--- config.mk ---
export PLATFORM = sky130hd
export DESIGN_NAME = fnvkp_mod_stage
export DESIGN_NICKNAME = d
export VERILOG_FILES = /design/src/rtl/core/fnvkp_pkg.sv /design/src/rtl/core/fnvkp_mod_stage.sv
export SDC_FILE = /design/constraint.sdc
export NUM_CORES = 1
export LEC_CHECK = 0
export BUFFER_PORTS_ARGS = -buffer_cell sky130_fd_sc_hd__buf_2
export CAP_MARGIN = 40
export CORE_AREA = 5 5 138 140
export DETAILED_ROUTE_END_ITERATION = 10
export DIE_AREA = 0 0 143 145
export PLACE_DENSITY = 0.79
export SLEW_MARGIN = 0
export SYNTH_ARGS = -nofsm -noshare
export SYNTH_HDL_FRONTEND = slang
export SYNTH_SLANG_ARGS = --single-unit
--- constraint.sdc ---
create_clock -name clk -period 11.9 [get_ports clk]
set_clock_uncertainty 0.1 [all_clocks]
set_input_delay 3.57 -clock clk [delete_from_list [all_inputs] [get_ports clk]]
set_output_delay 3.57 -clock clk [all_outputs]
set_load 0.02 [all_outputs]
--- src/rtl/core/fnvkp_pkg.sv ---
package fnvkp_pkg;

	localparam int unsigned KEY_W   = 64;
	localparam int unsigned VAL_W   = 64;
	localparam int unsigned HASH_W  = 32;
	localparam int unsigned DEST_W  = 12;
	localparam int unsigned CNT_W   = 13;
	localparam int unsigned BYTES   = KEY_W / 8;
	// remainder bits folded in per modulo stage
	localparam int unsigned MOD_BITS   = 4;
	localparam int unsigned MOD_STAGES = HASH_W / MOD_BITS;

	localparam logic [HASH_W-1:0] FNV_PRIME = 32'h0100_0193;
	localparam logic [HASH_W-1:0] FNV_BASIS = 32'h811C_9DC5;
	localparam logic [CNT_W-1:0]  CNT_MAX   = 13'd4096;
	localparam logic [CNT_W-1:0]  CNT_RESET = 13'd1;

	typedef struct packed {
		logic [VAL_W-1:0]  value;
		logic [KEY_W-1:0]  key;
		logic [HASH_W-1:0] hash;
		logic [DEST_W-1:0] rem;
	} pipe_t;

	function automatic logic [HASH_W-1:0] fnv_round(
		input logic [HASH_W-1:0] h,
		input logic [7:0]        b
	);
		logic [HASH_W-1:0] x;
		x = h ^ {24'd0, b};
		return HASH_W'(x * FNV_PRIME);
	endfunction

	// one restoring step: shift in a hash bit, subtract the count if it fits
	function automatic logic [DEST_W-1:0] rem_step(
		input logic [DEST_W-1:0] r,
		input logic              b,
		input logic [CNT_W-1:0]  n
	);
		logic [CNT_W-1:0] t;
		t = {r, b};
		if (t >= n) begin
			t = t - n;
		end
		return DEST_W'(t);
	endfunction

endpackage

--- src/rtl/core/fnvkp_mod_stage.sv ---
module fnvkp_mod_stage
	import fnvkp_pkg::*;
#(
	parameter int unsigned STAGE_IDX = 0
) (
	input  logic             clk,
	input  logic             arst_n,
	input  logic [CNT_W-1:0] divisor,
	input  logic             in_valid,
	output logic             in_ready,
	input  pipe_t            in_data,
	output logic             out_valid,
	input  logic             out_ready,
	output pipe_t            out_data
);

	localparam int unsigned TOP_BIT = HASH_W - 1 - STAGE_IDX * MOD_BITS;

	logic  vld_s1;
	pipe_t data_s1;
	logic [DEST_W-1:0] rem_nxt;

	assign in_ready  = !vld_s1 || out_ready;
	assign out_valid = vld_s1;
	assign out_data  = data_s1;

	// hash bits taken msb first
	always_comb begin
		rem_nxt = in_data.rem;
		for (int i = 0; i < MOD_BITS; i++) begin
			rem_nxt = rem_step(rem_nxt, in_data.hash[TOP_BIT - i], divisor);
		end
	end

	always_ff @(posedge clk or negedge arst_n) begin
		if (!arst_n) begin
			vld_s1 <= 1'b0;
		end else if (in_ready) begin
			vld_s1 <= in_valid;
		end
	end

	always_ff @(posedge clk) begin
		if (in_valid && in_ready) begin
			data_s1.key   <= in_data.key;
			data_s1.value <= in_data.value;
			data_s1.hash  <= in_data.hash;
			data_s1.rem   <= rem_nxt;
		end
	end

endmodule

-- After elaboration in Yosys (flattened, before gate mapping)
Cells that the tools add are included.
- bits of input ports: 189
- flip-flop bits (word level): 173
- bits in latches: 0
- logic and storage cells: 20
- RAM bits: 0
- memory bits (read-only): 0
- memories kept: 0
- output and inout port bits: 174
- divide/modulo/power cells: 0
- muxes and demuxes: 4
- bitwise logic cells: 0
- reduce and logical (&&, ||, !) cells: 3
- order comparisons: 4
- multiply operators: 0
- shifts and indexed selects: 0
- add/subtract/negate cells: 4
- equality and inequality tests: 0
- operators by type and width (kind ; count):
    >= comparator 13 bit ; 4
    2-to-1 mux 12 bit ; 4
    subtractor 12 bit ; 4
    logical AND 1 bit ; 1
    zero test 1 bit ; 1
    logical OR 1 bit ; 1

-- Logic depth before layout (Yosys ltp)
- word-level depth: 8
- depth in mapped cells: 34

-- Worst setup path before layout
No wires, ideal clock.
- path kind: input-to-reg
- start point: input port divisor[1]
- end point: register data_s1, in the netlist out_data[10], data pin
- library setup time: 262 ps
- data required time: 11538 ps
- setup slack: 1256 ps
- stages: 31
- arrival: 10282 ps
- cells stage by stage: inv_1 -> ha_1 -> nor2b_1 -> o31a_1 -> o21ai_2 -> buf_6 -> a21boi_0 -> or2_2 -> ha_1 -> a311oi_1 -> nand3_1 -> a31oi_2 -> nand2_1 -> o21ai_1 -> inv_1 -> ha_1 -> nor2b_1 -> o31a_1 -> o31ai_1 -> a21oi_1 -> o21ai_1 -> mux2i_1 -> ha_1 -> nor2b_1 -> o31a_1 -> o21ai_2 -> o2111ai_2 -> a21o_1 -> a211o_1 -> buf_6 -> mux2_1
- cells in the longest elaborated chain, start to end: 8
- ends and longest elaborated chain (element ; RTL line ; text):
    from (decl) ; fnvkp_mod_stage.sv:8 ; input logic [CNT_W-1:0] divisor,
    subtractor 12 bit or >= comparator 13 bit (tied branches) ; fnvkp_pkg.sv:43, fnvkp_pkg.sv:42 ;
    2-to-1 mux 12 bit ; fnvkp_pkg.sv:42 ; if (t >= n) begin
    subtractor 12 bit or >= comparator 13 bit (tied branches) ; fnvkp_pkg.sv:43, fnvkp_pkg.sv:42 ;
    2-to-1 mux 12 bit ; fnvkp_pkg.sv:42 ;
    subtractor 12 bit or >= comparator 13 bit (tied branches) ; fnvkp_pkg.sv:43, fnvkp_pkg.sv:42 ;
    2-to-1 mux 12 bit ; fnvkp_pkg.sv:42 ;
    subtractor 12 bit or >= comparator 13 bit (tied branches) ; fnvkp_pkg.sv:43, fnvkp_pkg.sv:42 ;
    2-to-1 mux 12 bit * ; fnvkp_pkg.sv:42 ;
    via rem_nxt[10] ; fnvkp_mod_stage.sv:21 ; logic [DEST_W-1:0] rem_nxt;
    to (decl) ; fnvkp_mod_stage.sv:20 ; pipe_t data_s1;
The timed path passes the listed nets; every way through them passes the cells marked *.
A chain may end at the register's enable or synchronous reset.

-- Worst setup path after layout
- start point: input port divisor[5]
- end point: register data_s1, in the netlist out_data[10], data pin
Same word-level chain as after synthesis.

==> results.md <==
- Outcome: complete, no violations
- CP arrival: 11370 ps
- RSZ-0062 raised after global routing: false
- Synth Flop Type: edfxtp_1
- Setup TNS Final: 0 ps
- Die width: 143 um
- VDD IR max: 0.139 mV
- Most frequent cells in the layout: buf_2 (362), edfxtp_1 (172), ha_1 (52)
- PnR worst setup slack: 594 ps
- Pwr Total: 2.20 mW
- Num Clock Sinks: 173
- Routed WL: 26400 um
- Commonest non-fill, non-tap cell in the layout: buf_2
- P_leak: 4.75 nW
- CTS root buffer: clkbuf_16
- Slew Limit Headroom: 0.636
- Synth Instances: 585
- # Max-Cap Violations: 0
- Syn_area_per_cell: 14.0 um^2
- Peak fanout along the critical path: 12
- H-tree depth: 4
- Period minus WS final: 11310 ps
- Critical Path End Type: register
- Clock Latency Late Sink: 420 ps
- Synth warnings: 0
- First-pass GRT wire length: 38200 um
- Synth Cell Area: 8190 um^2
- I/O pin count: 363
- CP max stage delay: 510 ps
- Fin crit share: 0.950
- Via count: 6463
- Yosys top cell area share: 0.631
- Most common cell on crit path: ha_1
- Pins Over Slew Limit: 0
- Post-route antenna net violation count: 0
- CP Class: in -> reg
- Port-buffer cells: 362
- Core Region: 17700 um^2
- Ys async rst share: 0.00578
- Gr ovfl total: 0
- Die H: 145 um
- Layout cell share with drive strength beyond 1: 0.452
- Syn Nets: 830
- Placement Setup Slack: 124 ps
- Full die area: 20700 um^2
- Hold Path Class: reg -> reg
- Endpoints failing hold: 0
- Cell Rows: 49
- Largest net degree at the start of global routing: 73
- Slowest-stage cell, CP: a211o_1
- CTS tree: built
- Tot GR Track Use: 0.245
- CTS clock-pin slew for the worst setup and hold paths: 70 ps
- Drc violations: 0
- Number of diodes: 0
- Cell taking the most area after synthesis: edfxtp_1
- Drt initial violations: 383
- Routability Congestion: 0.906
- Antenna violations before repair: 4
- Avg WL per Cell: 21.8 um
- F_max: 88.5 MHz
- DR pass1 iterations: 4
- Final HPWL DP: 21600 um
- Nets@finish: 1213
- Number of synthesized register bits: 173
- Final setup viols: 0
- Sequential fraction of the synthesis area: 0.634
- Area Overhead vs Synth: 33.8%
- Critical Path RT: 11970 ps
- Clk buf depth: 2
- Startpoint Class: input port
- PwrDens: 200 nW/um^2
- Vias in the first global route: 6310
- Unique masters post-synth: 61
- Synth area leaders: edfxtp_1 (63%), ha_1 (7.9%), mux2_2 (2.3%)
- TritonCTS buffer count: 17
- Initial Util: 0.462
- Number of synthesized flops with an enable pin: 172
- Vias/cell: 5.34
- Slew @ Worst Pin: 539 ps
## power by group
group          switching (mW)  internal [mW]  total, mW
Sequential             0.0127          0.750      0.763
Combinational           0.506          0.381      0.887
Clock                   0.264          0.283      0.546
## sequential cells by signal (all words and copies together), names as in the netlist
name	cells
out_data	172
out_valid	1
## timing repair
item | CTS | global route
gates resized for setup | 0 | 3
hold buffers | 0 | 0
setup buffers | 0 | 0
setup endpoints to repair | 0 | 11
## worst max-delay path, delay by kind of cell
kind                     cells  cell delay (ps)
AND/OR/NAND/NOR              7             1690
multiplexers                 2              760
adder cells (fa/ha/maj)      4             1430
AO/OA/AOI/OAI               14             3630
buffers and inverters        3              280
## synth_stat cells, types with 2 or more instances
cell type	count
nand3_1	10
o2111ai_1	5
a211oi_1	4
o211ai_1	3
o21ai_0	22
a21boi_0	2
a311o_1	2
inv_1	30
ha_1	52
nor4_1	3
a21o_1	8
mux2i_1	5
o21bai_1	2
nand2b_1	5
o21ai_1	3
a22oi_1	3
and3_1	5
nand4_1	9
mux2_2	17
clkbuf_1	2
nor2b_1	10
a31o_2	3
buf_2	2
edfxtp_1	172
and2_1	3
or2_2	9
a31oi_1	10
xor2_1	13
or3_1	5
o21a_1	9
nor3_1	13
o21ai_2	2
a21oi_1	34
buf_6	2
a311oi_1	2
nor2_1	25
xnor2_1	14
and4_1	2
o22ai_1	3
nand2_1	24
o31a_1	7
o31ai_1	7
fa_1	4
## cell families after synthesis
| kind of cell | synth area share |
|---|---|
| adder cells (fa/ha/maj) | 0.0892 |
| AO/OA/AOI/OAI | 0.117 |
| XOR/XNOR | 0.0289 |
| flip-flops | 0.634 |
| buffers and inverters | 0.0186 |
| AND/OR/NAND/NOR | 0.0813 |
| multiplexers | 0.0309 |
## cell type report
cell class / instances / area, um^2
Clock buffer: 17 / 425
Clock inverter: 15 / 171
Fill cell: 1386 / 6760
Inverter: 30 / 113
Multi-Input combinational cell: 376 / 2860
Sequential cell: 173 / 5190
Tap cell: 229 / 287
Timing Repair Buffer: 370 / 1910
## path summary, 6_finish.rpt
check | start | endpoint | slack, ps | depth (start not counted)
worst max-delay path | divisor[5] | out_data[10] | 590 | 30
worst min-delay path | out_valid | out_valid | 440 | 2
worst max register to register | out_valid | out_data[0] | 9320 | 6
worst min register to register | out_valid | out_valid | 440 | 2
max in group asynchronous | arst_n | out_valid | 8800 | 1
min in group asynchronous | arst_n | out_valid | 2810 | 1
## routing by layer
metal	vias up	wire [um]	global-route usage
met5	-	54	0
met4	8	726	0.0760
met3	45	2330	0.0737
met2	285	13400	0.420
met1	3067	9880	0.296
li1	3058	-	-
## metrics by stage
step / cell area [um^2] / utilization / std cells / hold slack, ps
final: 11000 / 0.618 / 1210 / 443
after global routing: 11000 / 0.618 / 1210 / 474
after CTS: 10900 / 0.618 / 1210 / 444
after detailed placement: 10300 / 0.584 / 1178 / 422
after global placement: 10300 / 0.581 / 1176 / 423
after floorplan: 8190 / - / 585 / 683
No activity file was read; power rests on OpenSTA's default activity.
