**src/rtl/core/fnvkp_pkg.sv**
```systemverilog
package fnvkp_pkg;

	localparam int unsigned KEY_W   = 64;
	localparam int unsigned VAL_W   = 64;
	localparam int unsigned HASH_W  = 32;
	localparam int unsigned DEST_W  = 12;
	localparam int unsigned CNT_W   = 13;
	localparam int unsigned BYTES   = KEY_W / 8;
	// remainder bits folded in per modulo stage
	localparam int unsigned MOD_BITS   = 4;
	localparam int unsigned MOD_STAGES = HASH_W / MOD_BITS;

	localparam logic [HASH_W-1:0] FNV_PRIME = 32'h0100_0193;
	localparam logic [HASH_W-1:0] FNV_BASIS = 32'h811C_9DC5;
	localparam logic [CNT_W-1:0]  CNT_MAX   = 13'd4096;
	localparam logic [CNT_W-1:0]  CNT_RESET = 13'd1;

	typedef struct packed {
		logic [VAL_W-1:0]  value;
		logic [KEY_W-1:0]  key;
		logic [HASH_W-1:0] hash;
		logic [DEST_W-1:0] rem;
	} pipe_t;

	function automatic logic [HASH_W-1:0] fnv_round(
		input logic [HASH_W-1:0] h,
		input logic [7:0]        b
	);
		logic [HASH_W-1:0] x;
		x = h ^ {24'd0, b};
		return HASH_W'(x * FNV_PRIME);
	endfunction

	// one restoring step: shift in a hash bit, subtract the count if it fits
	function automatic logic [DEST_W-1:0] rem_step(
		input logic [DEST_W-1:0] r,
		input logic              b,
		input logic [CNT_W-1:0]  n
	);
		logic [CNT_W-1:0] t;
		t = {r, b};
		if (t >= n) begin
			t = t - n;
		end
		return DEST_W'(t);
	endfunction

endpackage

```
**src/rtl/core/fnvkp_hash_stage.sv**
```systemverilog
module fnvkp_hash_stage
	import fnvkp_pkg::*;
#(
	parameter int unsigned BYTE_IDX = 0
) (
	input  logic  clk,
	input  logic  arst_n,
	input  logic  in_valid,
	output logic  in_ready,
	input  pipe_t in_data,
	output logic  out_valid,
	input  logic  out_ready,
	output pipe_t out_data
);

	logic  vld_s1;
	pipe_t data_s1;
	logic [HASH_W-1:0] h_in;

	assign in_ready  = !vld_s1 || out_ready;
	assign out_valid = vld_s1;
	assign out_data  = data_s1;

	// first round starts from the offset basis
	assign h_in = (BYTE_IDX == 0) ? FNV_BASIS : in_data.hash;

	always_ff @(posedge clk or negedge arst_n) begin
		if (!arst_n) begin
			vld_s1 <= 1'b0;
		end else if (in_ready) begin
			vld_s1 <= in_valid;
		end
	end

	always_ff @(posedge clk) begin
		if (in_valid && in_ready) begin
			data_s1.key   <= in_data.key;
			data_s1.value <= in_data.value;
			data_s1.hash  <= fnv_round(h_in, in_data.key[8*BYTE_IDX +: 8]);
			data_s1.rem   <= '0;
		end
	end

endmodule

```
**config.mk**
```make
export PLATFORM = sky130hd
export DESIGN_NAME = fnvkp_hash_stage
export DESIGN_NICKNAME = d
export VERILOG_FILES = /design/src/rtl/core/fnvkp_pkg.sv /design/src/rtl/core/fnvkp_hash_stage.sv
export SDC_FILE = /design/constraint.sdc
export NUM_CORES = 1
export LEC_CHECK = 0
export BUFFER_PORTS_ARGS = -buffer_cell sky130_fd_sc_hd__buf_2
export CAP_MARGIN = 15
export CORE_AREA = 2 2 136 138
export DETAILED_ROUTE_END_ITERATION = 10
export DIE_AREA = 0 0 138 140
export PLACE_DENSITY = 0.82
export SLEW_MARGIN = 20
export SYNTH_ARGS = -nofsm -noshare
export SYNTH_HDL_FRONTEND = slang
export SYNTH_SLANG_ARGS = --single-unit
```
**constraint.sdc**
```tcl
create_clock -name clk -period 7 [get_ports clk]
set_input_delay 0 -clock clk [delete_from_list [all_inputs] [get_ports clk]]
set_output_delay 0 -clock clk [all_outputs]
set_load 0.1 [all_outputs]
```
; ---- Yosys cells after proc, flatten, opt, wreduce, memory -nomap -nowiden
; Cells that the tools add are included.
[op_classes]
multipliers = 1
reduce_logical = 3
bitwise = 1
[ops]
columns = op, count
row1 = $mul A32 B25 Y32 const B, 1
row2 = $not A4 Y14, 1
row3 = $logic_and A1 B1 Y1, 1
row4 = $logic_not A1 Y1, 1
row5 = $logic_or A1 B1 Y1, 1
[totals]
inputBits = 176
out_inout_bits = 174
word_cells = 9
reg_bits = 161

; ---- Longest topological paths before layout
[depth]
word_depth = 3
mapped_depth = 21
ltp_nobuf = 21

; ---- Least setup slack after synthesis
; OpenSTA, ideal clock, no wires.
[synth_timing]
path_kind = register to register
from = reg vld_s1 (netlist: out_valid)
to = reg data_s1, in the netlist out_data[100] (enable)
stages_incl_launch_ff = 3
slack_ns = 1.104
synth_period_minus_slack_ns = 5.896
n_path_buf = 0
required_time_ns = 6.466
setup_ns = 0.534
arrival_time_ns = 5.361
path_cell_list = dfrtp_1 > nand2b_1 > and2_1
[synth_via]
elab_chain_len = 3
[synth_rtl]
columns = element, line_no
row1 = "start, declared", fnvkp_hash_stage.sv:16  ; logic vld_s1;
row2 = "start signal, assigned", fnvkp_hash_stage.sv:31  ; vld_s1 <= in_valid;
row3 = $logic_not A1 Y1, fnvkp_hash_stage.sv:20  ; assign in_ready = !vld_s1 || out_ready;
row4 = $logic_or A1 B1 Y1, fnvkp_hash_stage.sv:20
row5 = named net in_ready, fnvkp_hash_stage.sv:9  ; output logic in_ready,
row6 = $logic_and A1 B1 Y1, fnvkp_hash_stage.sv:36  ; if (in_valid && in_ready) begin
row7 = "end, declared", fnvkp_hash_stage.sv:17  ; pipe_t data_s1;
; The timed path passes the listed nets, and every way through them passes these cells.
; A chain may end at the register's enable or synchronous reset.

; ---- Final worst setup path
[layout_timing]
from = in in_data[46] (netlist name)
to = reg data_s1, in the netlist out_data[32] (data pin)
[layout_via]
elab_chain_len = 2
[layout_rtl]
columns = element, line_no
row1 = "start, declared", fnvkp_hash_stage.sv:10  ; input pipe_t in_data,
row2 = $not A4 Y14 (no source line), --
row3 = $mul A32 B25 Y32, fnvkp_pkg.sv:31  ; return HASH_W'(x * FNV_PRIME);
; Every way passes these cells.

==> results by group <==
Clock tree
  • # Post-CTS Setup Buffers: 0
  • H-tree Lvls: 4
  • Clk buf depth: 2
  • Inserted Clock Buffers: 17
  • Clock latency on the worst-skew pair: 0.42 ns
  • Root Buffer: clkbuf_16
  • Clock Sinks: 158
  • CTS clk-pin slew, worst paths: roughly 0.07 ns
  • CTS tree: built

Setup path
  • CP top delay family: adder cells
  • CP Capture Type: flop
  • Critical path buffers and inverters: 10
  • RR Startpoint: out_valid$_DFFE_PN0N_
  • CP cell instances: dlygate4sd3_1 -> buf_2 -> inv_1 -> ha_1 -> inv_1 -> ha_1 -> inv_1 -> fa_1 -> inv_1 -> ha_1 -> inv_1 -> ha_1 -> inv_1 -> ha_1 -> inv_1 -> fa_1 -> inv_1 -> ha_1 -> a21oi_1 -> o21ai_0 -> a221oi_2 -> o21ai_1 -> a311o_1
  • Flop2flop setup slack: roughly 4.4 ns
  • Stages on the worst setup path: 23
  • Startpoint Class: input port
  • Worst path slowest cell: fa_1
  • Crit path arrival time: 4.92 ns
  • Most frequent CP cell: inv_1
  • Worst R2R End: out_data[64]$_DFFE_PP_
  • Slowest stage delay, CP: around 0.53 ns
  • Crit-path max FO: 6
  • CP Class: in2reg
  • R2R depth: 4
  • CP startpoint: in_data[46]
  • Critical Path RT: between 7 and 8 ns
  • Setup crit end: out_data[32]$_DFFE_PP_

Cells and area
  • Fin util: approximately three fifths
  • Layout cells sized above 1: 35.83%
  • Multi-input combinational cell area: between 2000 and 2500 sq um
  • Post-route cell area: 10910 sq um
  • Nets: 1188
  • Area growth syn-to-layout: 49.50%
  • Fillers: around 1300
  • Cell Count, Final, Fillers Out: roughly 1200
  • Register Area: around 4700 sq um

STA
  • RSZ-0062 raised after global routing: false
  • Final slew viol count: 0
  • Setup total negative slack: 0 ns
  • Final period util: between 60% and 70%
  • Worst slew margin: 40.39%
  • Clock skew: a little over 0.007 ns
  • Final Hold Violating Endpoints: 0
  • Final WS setup: between 2 and 2.5 ns
  • # setup viols final: 0
  • Post-route minimum period: between 4 and 5 ns
  • Hold Slack: 0.2877 ns
  • Worst-Margin Slew: around 0.89 ns
  • Fmax: roughly 210 MHz

Synthesis
  • Synth unique cells: 34
  • Adder and majority cell fraction of the synthesized area: 19.06%
  • Area contributors post-synth: edfxtp_1 65%, ha_1 16%, inv_1 3.7%
  • Simple-gate share of the synthesized area: about 2.5%
  • Synth async-reset ratio: less than 1%
  • Synth Flop Type: edfxtp_1
  • Yosys warning count: 0
  • Mux share of post-synthesis cell area: less than 1%
  • Cells after synthesis: 465
  • Post-synth top area cell: edfxtp_1
  • Largest family of logic cells by synthesized area: adder cells
  • Seq/Total Area, Yosys: 64.93%
  • Synth top area share: between 60% and 70%
  • Syn_area_per_cell: roughly 16 sq um
  • Xor/xnor share of the synthesized area: 3.000%
  • Count leader, synth: edfxtp_1
  • Seq cells post-synth: roughly 160
  • Post-synth top cells: 157 x edfxtp_1, 92 x ha_1, 72 x inv_1
  • Syn Std Cell Area: between 7000 and 8000 sq um
  • Post-synth EDFFs: 157
  • Post-synthesis compound-gate area fraction: under 10%

Global route
  • GRT overflow: 0
  • Vias in the first global route: between 5000 and 6000
  • First-pass GRT wire length: approximately 32 mm
  • Initial antenna violation count: 3
  • Tot GR Track Use: between 20% and 30%
  • Largest net degree at the start of global routing: between 80 and 90

Detailed routing
  • Routed wl met3: 1.327 mm
  • Starting DRT DRC Count: approximately 340
  • WL final: 21.72 mm
  • Residual DRC: 0
  • Routed length per placed instance: 18.87 um
  • Drt pass-1 iters: 4
  • Antenna viol nets, final: 0
  • DR vias: 5494
  • Vias per Instance: between 4 and 5
  • Highest routed layer: met5
  • Met2 Wirelength: roughly 11 mm
  • Met1 Wirelength: roughly 8 mm

Die
  • Ports: 350
  • Core area: between 15000 and 20000 sq um
  • Initial Util: between 40% and 50%
  • Width of the die: between 100 and 150 um
  • Row Count: 49
  • Die height: about 140 um
  • Die footprint: 19320 sq um

Hold path
  • Worst hold stages: 2
  • HP Class: in2reg

Placed design
  • Placed insts: about 990
  • Port bufs: between 200 and 300
  • Routability congestion estimate: around 0.84
  • DP Worst Slack: between 2 and 2.5 ns
  • Detail Placement HPWL: ~14 mm
  • Placed Area: about 9000 sq um

Power and ir drop
  • Share of power burned in the clock network: between 20% and 30%
  • Flop pwr share: between 30 and 40%
  • Sw Ratio: 43.24%
  • Cell Int Power: about 2.1 mW
  • Worst vdd ir: around 0.20 mV
  • Switch Pwr: 1.576 mW
  • Comb pwr share: approximately 43%
  • P_leak: just over 5 nW
  • Overall power: between 3 and 4 mW
  • Power Density: approximately 330 nW/um^2

Run
  • Max capacitance violation total: 0

Status
  • Status: finished, final reports clean
==> cells by family (layout without fill, tap and decap cells) <==
kind of cell             Yosys count  count (layout)
buffers and inverters             87             529
multiplexers                       1               1
AND/OR/NAND/NOR                   34              34
other                              1              16
AO/OA/AOI/OAI                     55              55
XOR/XNOR                          25              25
adder cells (fa/ha/maj)          104             104
flip-flops                       158             158
==> layout by cell type, fill, tap and decap left out, types with 11 or more instances in the layout <==
master,n
buf_2,291
edfxtp_1,157
dlygate4sd3_1,132
ha_1,92
inv_1,72
xnor2_1,17
clkbuf_16,17
a21oi_1,16
conb_1,15
fa_1,12
a21o_1,11
==> what timing repair did <==
item | CTS | global route
endpoints found under the setup margin | 0 | 0
endpoints found under the hold margin | 131 | 0
hold buffers | 132 | 0
resized for setup | 0 | 0
==> area by class of cell <==
cell class                 count  area share [%]
antenna                        1         0.02293
inverter                      72           2.476
tap                          229           2.626
sequential                   158           43.43
clock inverter                15           1.387
timing repair buffer         425           25.71
multi-input combinational    234           20.45
clock buffer                  17           3.898
==> worst min-delay path by stage <==
stage / start / end / slack, ns
floorplan: arst_n / out_valid$_DFFE_PN0N_ / -0.30
global placement: arst_n / out_valid$_DFFE_PN0N_ / -0.22
detailed placement: arst_n / out_valid$_DFFE_PN0N_ / -0.22
CTS: in_data[91] / out_data[91]$_DFFE_PP_ / 0.26
global route: in_data[112] / out_data[112]$_DFFE_PP_ / 0.29
finish: in_data[112] / out_data[112]$_DFFE_PP_ / 0.29
==> power groups by stage <==
stage               Clock, mW  Combinational [mW]  Sequential, mW
finish                  0.895                1.55            1.20
global route            0.953                1.66            1.21
CTS                     0.908                1.55            1.20
detailed placement          0                1.48            1.22
floorplan                   0               0.584            1.86
global placement            0                1.46            1.22
==> state kept, by name, summed over array words and instances (netlist names) <==
| register | cells |
|---|---|
| out_valid | 1 |
| out_data | 157 |
==> per-layer routing <==
| layer | up-vias | track usage (%) |
|---|---|---|
| met5 | - | 0 |
| met2 | 251 | 37.78 |
| li1 | 2538 | - |
| met1 | 2636 | 24.41 |
| met4 | 4 | 12.35 |
| met3 | 65 | 5.983 |
No activity file was read; power rests on OpenSTA's default activity.
